File: src/spfd_pkg.sv
// Shared types and constants of the serial panel frame decoder.
// No dependencies; every other file of the block uses this package.
`default_nettype none

package spfd_pkg;

   typedef logic [1:0] kind_type;

   localparam kind_type KIND_KEY       = 2'd0;
   localparam kind_type KIND_HEARTBEAT = 2'd1;
   localparam kind_type KIND_TEMP      = 2'd2;
   localparam kind_type KIND_ERROR     = 2'd3;

   localparam logic [7:0] SYNC_FIRST     = 8'hAA;
   localparam logic [7:0] SYNC_SECOND    = 8'h55;
   localparam logic [7:0] SENSOR_MARK    = 8'h00;
   localparam logic [7:0] TYPE_KEY       = 8'h01;
   localparam logic [7:0] TYPE_HEARTBEAT = 8'h02;

   typedef struct packed {
      logic               valid;
      kind_type           kind;
      logic [7:0]         key_code;
      logic signed [15:0] temperature;
   } result_type;

endpackage

`default_nettype wire

File: src/serial_panel_frame_decoder.sv
// Top level of the serial panel frame decoder: input register, parser and result register.
// Depends on spfd_pkg and spfd_parser.
`default_nettype none

// One received serial byte enters per beat, and a new beat can be taken every cycle
// while the result register is free. Each byte waits in the input register; the parser
// consumes it from there, and a frame's result is registered in the result register.
// Throughput is one byte per cycle, set by the single pass of the parser state machine;
// it only slows when the rsp side holds off. Only the checksum byte of a good or bad
// frame produces a result beat. Write csr_wdata (0 key panel, 1 temperature sensor)
// only while idle; a write restarts the sync hunt.
module serial_panel_frame_decoder (
   input  wire         clock,
   input  wire         reset,
   input  wire         csr_we,
   input  wire         csr_wdata,   // frame_mode
   input  wire         req_tvalid,
   output logic        req_tready,
   input  wire  [7:0]  req_tdata,   // [7:0] rx_byte
   output logic        rsp_tvalid,
   input  wire         rsp_tready,
   output logic [23:0] rsp_tdata,   // [7:0] key_code, [23:8] temperature
   output logic [1:0]  rsp_tuser    // [1:0] frame_kind
);

   logic                 in_valid_ff;
   logic [7:0]           in_byte_ff;
   logic                 out_valid_ff;
   spfd_pkg::kind_type   out_kind_ff;
   logic [7:0]           out_key_ff;
   logic signed [15:0]   out_temp_ff;
   logic                 out_free;
   logic                 step;
   spfd_pkg::result_type result;

   assign out_free   = !out_valid_ff || rsp_tready;
   assign step       = in_valid_ff && out_free;
   assign req_tready = !in_valid_ff || out_free;

   spfd_parser u_parser (
      .clock     (clock),
      .reset     (reset),
      .csr_we    (csr_we),
      .csr_wdata (csr_wdata),
      .step      (step),
      .rx_byte   (in_byte_ff),
      .result    (result)
   );

   always_ff @(posedge clock) begin
      if (reset) begin
         in_valid_ff  <= 1'b0;
         out_valid_ff <= 1'b0;
      end else begin
         if (req_tready) begin
            in_valid_ff <= req_tvalid;
         end
         if (out_free) begin
            out_valid_ff <= result.valid;
         end
      end
   end

   always_ff @(posedge clock) begin
      if (req_tready && req_tvalid) begin
         in_byte_ff <= req_tdata;
      end
      if (out_free && result.valid) begin
         out_kind_ff <= result.kind;
         out_key_ff  <= result.key_code;
         out_temp_ff <= result.temperature;
      end
   end

   assign rsp_tvalid = out_valid_ff;
   assign rsp_tdata  = {out_temp_ff, out_key_ff};
   assign rsp_tuser  = out_kind_ff;

`ifndef SYNTH
   a_reset_clears_out: assert property (@(posedge clock) reset |=> !rsp_tvalid)
      else $error("result valid after reset");
   a_held_byte_stable: assert property (@(posedge clock) disable iff (reset)
      (in_valid_ff && !out_free) |=> (in_valid_ff && $stable(in_byte_ff)))
      else $error("stalled input byte lost");
   a_key_only_on_key: assert property (@(posedge clock) disable iff (reset)
      (rsp_tvalid && rsp_tuser != spfd_pkg::KIND_KEY) |-> (rsp_tdata[7:0] == 8'd0))
      else $error("key code on non-key result");
   a_temp_only_on_temp: assert property (@(posedge clock) disable iff (reset)
      (rsp_tvalid && rsp_tuser != spfd_pkg::KIND_TEMP) |-> (rsp_tdata[23:8] == 16'd0))
      else $error("temperature on non-temperature result");
`endif

endmodule

`default_nettype wire

File: src/spfd_parser.sv
// Frame parse state machine: sync hunt, type check, payload capture and checksum test.
// Depends on spfd_pkg for codes and the result struct.
`default_nettype none

module spfd_parser (
   input  wire                    clock,
   input  wire                    reset,
   input  wire                    csr_we,
   input  wire                    csr_wdata,
   input  wire                    step,
   input  wire  [7:0]             rx_byte,
   output spfd_pkg::result_type   result
);

   localparam logic [2:0] PH_HUNT    = 3'd0;
   localparam logic [2:0] PH_SYNC2   = 3'd1;
   localparam logic [2:0] PH_TYPE    = 3'd2;
   localparam logic [2:0] PH_PAYLOAD = 3'd3;
   localparam logic [2:0] PH_CHECK   = 3'd4;

   logic       mode_ff;
   logic [2:0] phase_ff, phase_in;
   logic [1:0] index_ff, index_in;
   logic [7:0] sum_ff, sum_in;
   logic [7:0] type_ff, type_in;
   logic [7:0] held_ff, held_in;

   always_comb begin
      phase_in = phase_ff;
      index_in = index_ff;
      sum_in   = sum_ff;
      type_in  = type_ff;
      held_in  = held_ff;
      result   = '0;
      if (step) begin
         case (phase_ff)
            PH_HUNT: begin
               index_in = 2'd0;
               type_in  = 8'd0;
               held_in  = 8'd0;
               phase_in = (rx_byte == spfd_pkg::SYNC_FIRST) ? PH_SYNC2 : PH_HUNT;
               sum_in   = (rx_byte == spfd_pkg::SYNC_FIRST) ? spfd_pkg::SYNC_FIRST : 8'd0;
            end
            PH_SYNC2: begin
               if (rx_byte == spfd_pkg::SYNC_SECOND) begin
                  sum_in   = sum_ff + rx_byte;
                  phase_in = PH_TYPE;
               end else begin
                  index_in = 2'd0;
                  type_in  = 8'd0;
                  held_in  = 8'd0;
                  phase_in = (rx_byte == spfd_pkg::SYNC_FIRST) ? PH_SYNC2 : PH_HUNT;
                  sum_in   = (rx_byte == spfd_pkg::SYNC_FIRST) ? spfd_pkg::SYNC_FIRST : 8'd0;
               end
            end
            PH_TYPE: begin
               if (mode_ff && rx_byte == spfd_pkg::SENSOR_MARK) begin
                  phase_in = PH_PAYLOAD;
                  index_in = 2'd0;
               end else if (!mode_ff && rx_byte == spfd_pkg::TYPE_KEY) begin
                  type_in  = rx_byte;
                  sum_in   = sum_ff + rx_byte;
                  phase_in = PH_PAYLOAD;
                  index_in = 2'd0;
               end else if (!mode_ff && rx_byte == spfd_pkg::TYPE_HEARTBEAT) begin
                  type_in  = rx_byte;
                  sum_in   = sum_ff + rx_byte;
                  phase_in = PH_CHECK;
               end else begin
                  index_in = 2'd0;
                  type_in  = 8'd0;
                  held_in  = 8'd0;
                  phase_in = (rx_byte == spfd_pkg::SYNC_FIRST) ? PH_SYNC2 : PH_HUNT;
                  sum_in   = (rx_byte == spfd_pkg::SYNC_FIRST) ? spfd_pkg::SYNC_FIRST : 8'd0;
               end
            end
            PH_PAYLOAD: begin
               sum_in = sum_ff + rx_byte;
               if (mode_ff && index_ff == 2'd0) begin
                  type_in  = rx_byte;
                  index_in = 2'd1;
               end else begin
                  held_in  = rx_byte;
                  index_in = mode_ff ? 2'd2 : 2'd1;
                  phase_in = PH_CHECK;
               end
            end
            PH_CHECK: begin
               result.valid = 1'b1;
               if (rx_byte != sum_ff) begin
                  result.kind = spfd_pkg::KIND_ERROR;
               end else if (mode_ff) begin
                  result.kind        = spfd_pkg::KIND_TEMP;
                  result.temperature = {type_ff, held_ff};
               end else if (type_ff == spfd_pkg::TYPE_KEY) begin
                  result.kind     = spfd_pkg::KIND_KEY;
                  result.key_code = held_ff;
               end else begin
                  result.kind = spfd_pkg::KIND_HEARTBEAT;
               end
               phase_in = PH_HUNT;
               index_in = 2'd0;
               sum_in   = 8'd0;
               type_in  = 8'd0;
               held_in  = 8'd0;
            end
            default: begin
               phase_in = PH_HUNT;
               index_in = 2'd0;
               sum_in   = 8'd0;
               type_in  = 8'd0;
               held_in  = 8'd0;
            end
         endcase
      end
   end

   always_ff @(posedge clock) begin
      if (reset) begin
         mode_ff  <= 1'b0;
         phase_ff <= PH_HUNT;
         index_ff <= 2'd0;
         sum_ff   <= 8'd0;
         type_ff  <= 8'd0;
         held_ff  <= 8'd0;
      end else if (csr_we) begin
         mode_ff  <= csr_wdata;
         phase_ff <= PH_HUNT;
         index_ff <= 2'd0;
         sum_ff   <= 8'd0;
         type_ff  <= 8'd0;
         held_ff  <= 8'd0;
      end else begin
         phase_ff <= phase_in;
         index_ff <= index_in;
         sum_ff   <= sum_in;
         type_ff  <= type_in;
         held_ff  <= held_in;
      end
   end

endmodule

`default_nettype wire

File: config.mk
export PLATFORM = sky130hd
export DESIGN_NAME = serial_panel_frame_decoder
export DESIGN_NICKNAME = d
export VERILOG_FILES = /design/src/spfd_pkg.sv /design/src/serial_panel_frame_decoder.sv /design/src/spfd_parser.sv
export SDC_FILE = /design/constraint.sdc
export NUM_CORES = 1
export LEC_CHECK = 0
export BUFFER_PORTS_ARGS = -buffer_cell sky130_fd_sc_hd__clkbuf_2
export CAP_MARGIN = 20
export CORE_ASPECT_RATIO = 1.75
export CORE_UTILIZATION = 39
export CTS_CLUSTER_DIAMETER = 100
export DETAILED_ROUTE_END_ITERATION = 8
export SLEW_MARGIN = 40
export SYNTH_ARGS = -nofsm -noshare
export SYNTH_HDL_FRONTEND = slang
export SYNTH_SLANG_ARGS = --single-unit
File: constraint.sdc
create_clock -name clock -period 2.6 [get_ports clock]
set_clock_uncertainty 0.05 [all_clocks]
set_input_delay 0.39 -clock clock [delete_from_list [all_inputs] [get_ports clock]]
set_output_delay 0.39 -clock clock [all_outputs]
set_load 0.01 [all_outputs]
Word-level counts from Yosys, hierarchy flattened
Cells that the tools add are included.
Widths: inputs -> output; s select.
{"block": "totals", "regBits": 66, "in_bits": 14, "output_inout_bits": 28, "elab_cells": 98}
{"block": "op_classes", "add_sub_neg": 1, "n_eq_ne": 17, "n_mux": 40, "bitwise": 4, "n_reduce_logical": 24}
{"cell": "$mux 8", "n": 16}
{"cell": "$mux 27", "n": 2}
{"cell": "$pmux 8 s3", "n": 2}
{"cell": "$pmux 8 s4", "n": 1}
{"cell": "$mux 24", "n": 1}
{"cell": "$eq 8x1->1 const B", "n": 2}
{"cell": "$mux 16", "n": 1}
{"cell": "$mux 2", "n": 8}
{"cell": "$mux 3", "n": 5}
{"cell": "$pmux 3 s4", "n": 1}
{"cell": "$ne 2x2->1 const B", "n": 5}
{"cell": "$add 8x8->8", "n": 1}
{"cell": "$eq 8x2->1 const B", "n": 1}
{"cell": "$eq 8x7->1 const B", "n": 1}
{"cell": "$eq 8x8->1 const B", "n": 1}
{"cell": "$logic_not 8->1", "n": 1}
{"cell": "$ne 8x8->1", "n": 1}
{"cell": "$logic_and 1x1->1", "n": 7}
{"cell": "$eq 3x2->1 const B", "n": 2}
{"cell": "$pmux 2 s3", "n": 1}
{"cell": "$reduce_and 2->1", "n": 3}
{"cell": "$reduce_and 6->1", "n": 1}
{"cell": "$reduce_or 5->1", "n": 1}
{"cell": "$ne 4x2->1 const B", "n": 1}
{"cell": "13 further kinds", "n": 20}

Longest topological paths before layout
{"block": "depth", "depth_word": 7, "ltp_mapped": 9, "depth_no_buf": 9}

By module
Synthesis repeated with hierarchy kept, for this count alone.
{"block": "hier_totals", "cells_unflattened": 287, "area_unflattened_um2": 3164.3}
{"module": "spfd_parser", "instances": 1, "cells_per_inst": 242, "area_per_inst_um2": 2034.5, "seq_area_each_um2": 600.6}
{"module": "serial_panel_frame_decoder", "instances": 1, "cells_per_inst": 45, "area_per_inst_um2": 1129.8, "seq_area_each_um2": 1061.0}

Worst setup path before layout
OpenSTA, ideal clock, no wires.
{"block": "synth_path", "path_kind": "reg-to-reg", "start": "reg in_byte_ff[2]", "end": "reg u_parser.held_ff[3]", "setup_ps": 132, "arrival_time_ps": 2247, "required_time_ps": 2418, "setup_slack_ps": 171, "path_stages_with_launch": 9, "path_buffers": 2, "period_less_slack_ps": 2429, "path_cell_list": "edfxtp_1 -> or4_1 -> buf_2 -> or3b_1 -> or4_4 -> and2_0 -> buf_2 -> nand4_1 -> a21oi_1"}
{"block": "synth_via", "elab_chain_cells": 4, "word_cells_on_any_way": 12, "classes_between": "eq/ne: 7; reduce/logical: 5"}
{"item": "start, declared", "line": "serial_panel_frame_decoder.sv:27", "source": "logic [7:0] in_byte_ff;"}
{"item": "start signal, assigned", "line": "serial_panel_frame_decoder.sv:66", "source": "in_byte_ff <= req_tdata;"}
{"item": "$eq 8x1->1 (tied with other cells)", "line": "spfd_parser.sv:60", "source": "end else if (!mode_ff && rx_byte == spfd_pkg::TYPE_KEY) begin"}
{"item": "$logic_and 1x1->1, on equally long branches", "line": "spfd_parser.sv:60, spfd_parser.sv:57, spfd_parser.sv:65"}
{"item": "$ne 2x2->1 (no source line)"}
{"item": "$reduce_and 6->1 (no source line) (*)"}
{"item": "end signal, assigned", "line": "spfd_parser.sv:138", "source": "held_ff <= held_in;"}
{"item": "end, declared", "line": "spfd_parser.sv:26", "source": "logic [7:0] held_ff, held_in;"}
Mark *: on every way between the ends. The rest lies on a longest branch, timed or not.
A chain may end at the register's enable or synchronous reset.

Worst setup path after layout
{"block": "layout_path", "start": "reg in_byte_ff[2]", "end": "reg u_parser.held_ff[7]"}
The elaborated chain is that of the path after synthesis.

==> metrics <==
worst path required time=2.81 ns; Logic pwr share=0.043; Seq/Total Area, Yosys=0.5474; Post-DP HPWL=5.081 mm; Setup crit start kind=flip-flop; EDFF count, synth=34; H-tree levels=3; max cap viols=0; Highest Clock Rate=407.7 MHz; synth unique cells=48; I/O Pins=42; GP Congestion=0.9954; register bit total from synthesis=66; cts repair resizes=0; sequential cell area=1662 um^2; Avg WL per Cell=14.68 um; Vias per Instance=5.318; first-pass GRT wire length=10.83 mm; main area contributors after synthesis=edfxtp_1, dfxtp_1, and2_1, a21oi_1, nand2_1; CTS Root Buffer Type=clkbuf_16; post-route minimum period=2.453 ns; Synth Area per Inst=10.12 um^2; DRC=0; Net count, final=378; layout cells sized above 1=0.2216; clock slew at reported path FFs=0.05 ns; final max-slew violation count=0; area of the mapped netlist=3035 um^2; Placeable Area=7567 um^2; Detailed Routing Iterations Pass 1=4; Setup crit end kind=flip-flop; critical path's largest stage delay=0.53 ns; first-iteration detailed-routing DRC count=122; Cell Pwr Density=669.7 nW/um^2; CTS Buffer Depth=2; Area growth syn-to-layout=23.58%; Power, Total=2.512 mW; Hold Buf Count CTS=0; final hold slack=0.1792 ns; post-CTS setup buffers=0; YS warnings=0; final hold vios=0; footprint of the multi-input gates=1289 um^2; final period utilization=0.9434; synth cell count leaders=edfxtp_1, dfxtp_1, and2_1; Clock power frac=0.510; clk sinks=66; cell taking the most area after synthesis=edfxtp_1; Post-Synthesis Cells=300; CTS tree=yes; register share of total power=0.447; largest net degree at the start of global routing=29; Setup TNS Final=0 ns; initial antenna violation count=0; Fill cells=717; die footprint=8154 um^2; die height=118.7 um; via count=2388; CTS buffer count=9; aggregate global-route resource usage=0.1868; Sw Pwr=503.3 uW; CP Cell Sequence=or4_1, or3b_1, or4_4, nand2_1, o21ai_0, a21oi_1; Crit-path slowest cell=or4_1; syn_nets=322; Die X=68.69 um; clk_lat worst skew=0.33 ns; number of nets with antenna violations after routing=0; Lkg Pwr=1.306 nW; number of global-route vias before repair=2322; RSZ-0062 raised after global routing=no; dominant cell by count in the synthesized netlist=edfxtp_1; critical path class=flip-flop to flip-flop; top_reg_cell synth=edfxtp_1; routed wire length=6.592 mm; Worst Tran Pin Value=0.5509 ns; Synth async-reset ratio=0; port bufs=41; initial core utilization=0.4011; Pint=2.009 mW; critical path arrival=2.66 ns; Hold Crit Class=primary input to flip-flop; final setup vio count=0; Sw Ratio=0.2003; share of the synthesized area in the top cell type=0.3364; total congestion overflow=0; status=completed; maximum vdd ir drop=0.0005389 V; Rel. slew slack=0.6327; Crit Path Max Fanout=9; n_diodes=0; Core Rows=42
## per-layer routing
layer | wire, um | global-route usage | vias to the layer above | share of wire
met4 | 431 | 0.1569 | 0 | 0.065
met5 | 0 | 0 | - | 0
met3 | 297 | 0.05212 | 28 | 0.045
met1 | 2297 | 0.1728 | 1091 | 0.35
li1 | - | - | 1201 | -
met2 | 3566 | 0.3162 | 68 | 0.54
## layout by cell type, fill, tap and decap left out, types with 6 or more instances in the layout
cell,count
nor2_1,23
edfxtp_1,34
dfxtp_1,32
buf_4,17
clkbuf_16,9
clkbuf_2,41
nor3_1,7
nand3_1,13
nand2_1,25
inv_1,10
o21ai_0,12
and2_1,28
a21oi_1,24
nor4_1,6
ha_1,7
xnor2_1,6
## path summary, 6_finish.rpt
kind,startpoint,endpoint,slack (ns),depth (start not counted)
setup reg to reg,in_byte_ff[2],u_parser.held_ff[7],0.15,6
hold / removal,req_tdata[5],in_byte_ff[5],0.18,1
hold reg to reg,u_parser.type_ff[6],u_parser.type_ff[6],0.42,2
setup / recovery,in_byte_ff[2],u_parser.held_ff[7],0.15,6
## logic make-up after synthesis
kind of cell    count (synthesis)  share of synthesized area
xor+xnor                        7                    0.02020
flops                          66                     0.5474
compound gates                 60                     0.1208
simple gates                  134                     0.2399
mux                             2                   0.006595
buf+inv                        23                    0.02968
fa+ha+maj                       8                    0.03545
## sequential cells by signal, summed over array words and instances, names as in the netlist
register	flops
u_parser.sum_ff	8
u_parser.held_ff	8
u_parser.type_ff	8
u_parser.phase_ff	3
rsp_tuser	2
rsp_tvalid	1
in_byte_ff	8
in_valid_ff	1
out_temp_ff	16
out_key_ff	8
u_parser.index_ff	2
u_parser.mode_ff	1
## final cells by class
cell class,count,share of cell area
multi-input cells,211,0.3436
flip-flops and latches,66,0.4430
inverters,10,0.01001
clock inverters,5,0.02068
repair buffers,58,0.08873
well taps,88,0.02935
clock buffers,11,0.06471
## worst max-delay path, delay by kind of cell, from the launching register on
family          cells  cell delay [ns]
compound gates      2             0.27
flops               1             0.42
simple gates        4             1.61
## stage by stage
step                cell area, um^2  std cells  utilization  setup slack (ns)
floorplan                      3035        300            -            0.1709
global placement               3426        433       0.4527            0.2116
detailed placement             3426        433       0.4527            0.1568
CTS                            3746        449       0.4950            0.1477
global route                   3751        449       0.4957           0.01398
finish                         3751        449       0.4957            0.1472
## power by group through the flow
| stage | sequential, mW | combinational [mW] | clock [mW] |
|---|---|---|---|
| after global routing | 1.12 | 0.119 | 1.34 |
| after detailed placement | 1.14 | 0.107 | 0 |
| after global placement | 1.14 | 0.106 | 0 |
| after floorplan | 1.13 | 0.0723 | 0 |
| final | 1.12 | 0.108 | 1.28 |
| after CTS | 1.12 | 0.107 | 1.31 |
No activity file was read; power rests on OpenSTA's default activity.
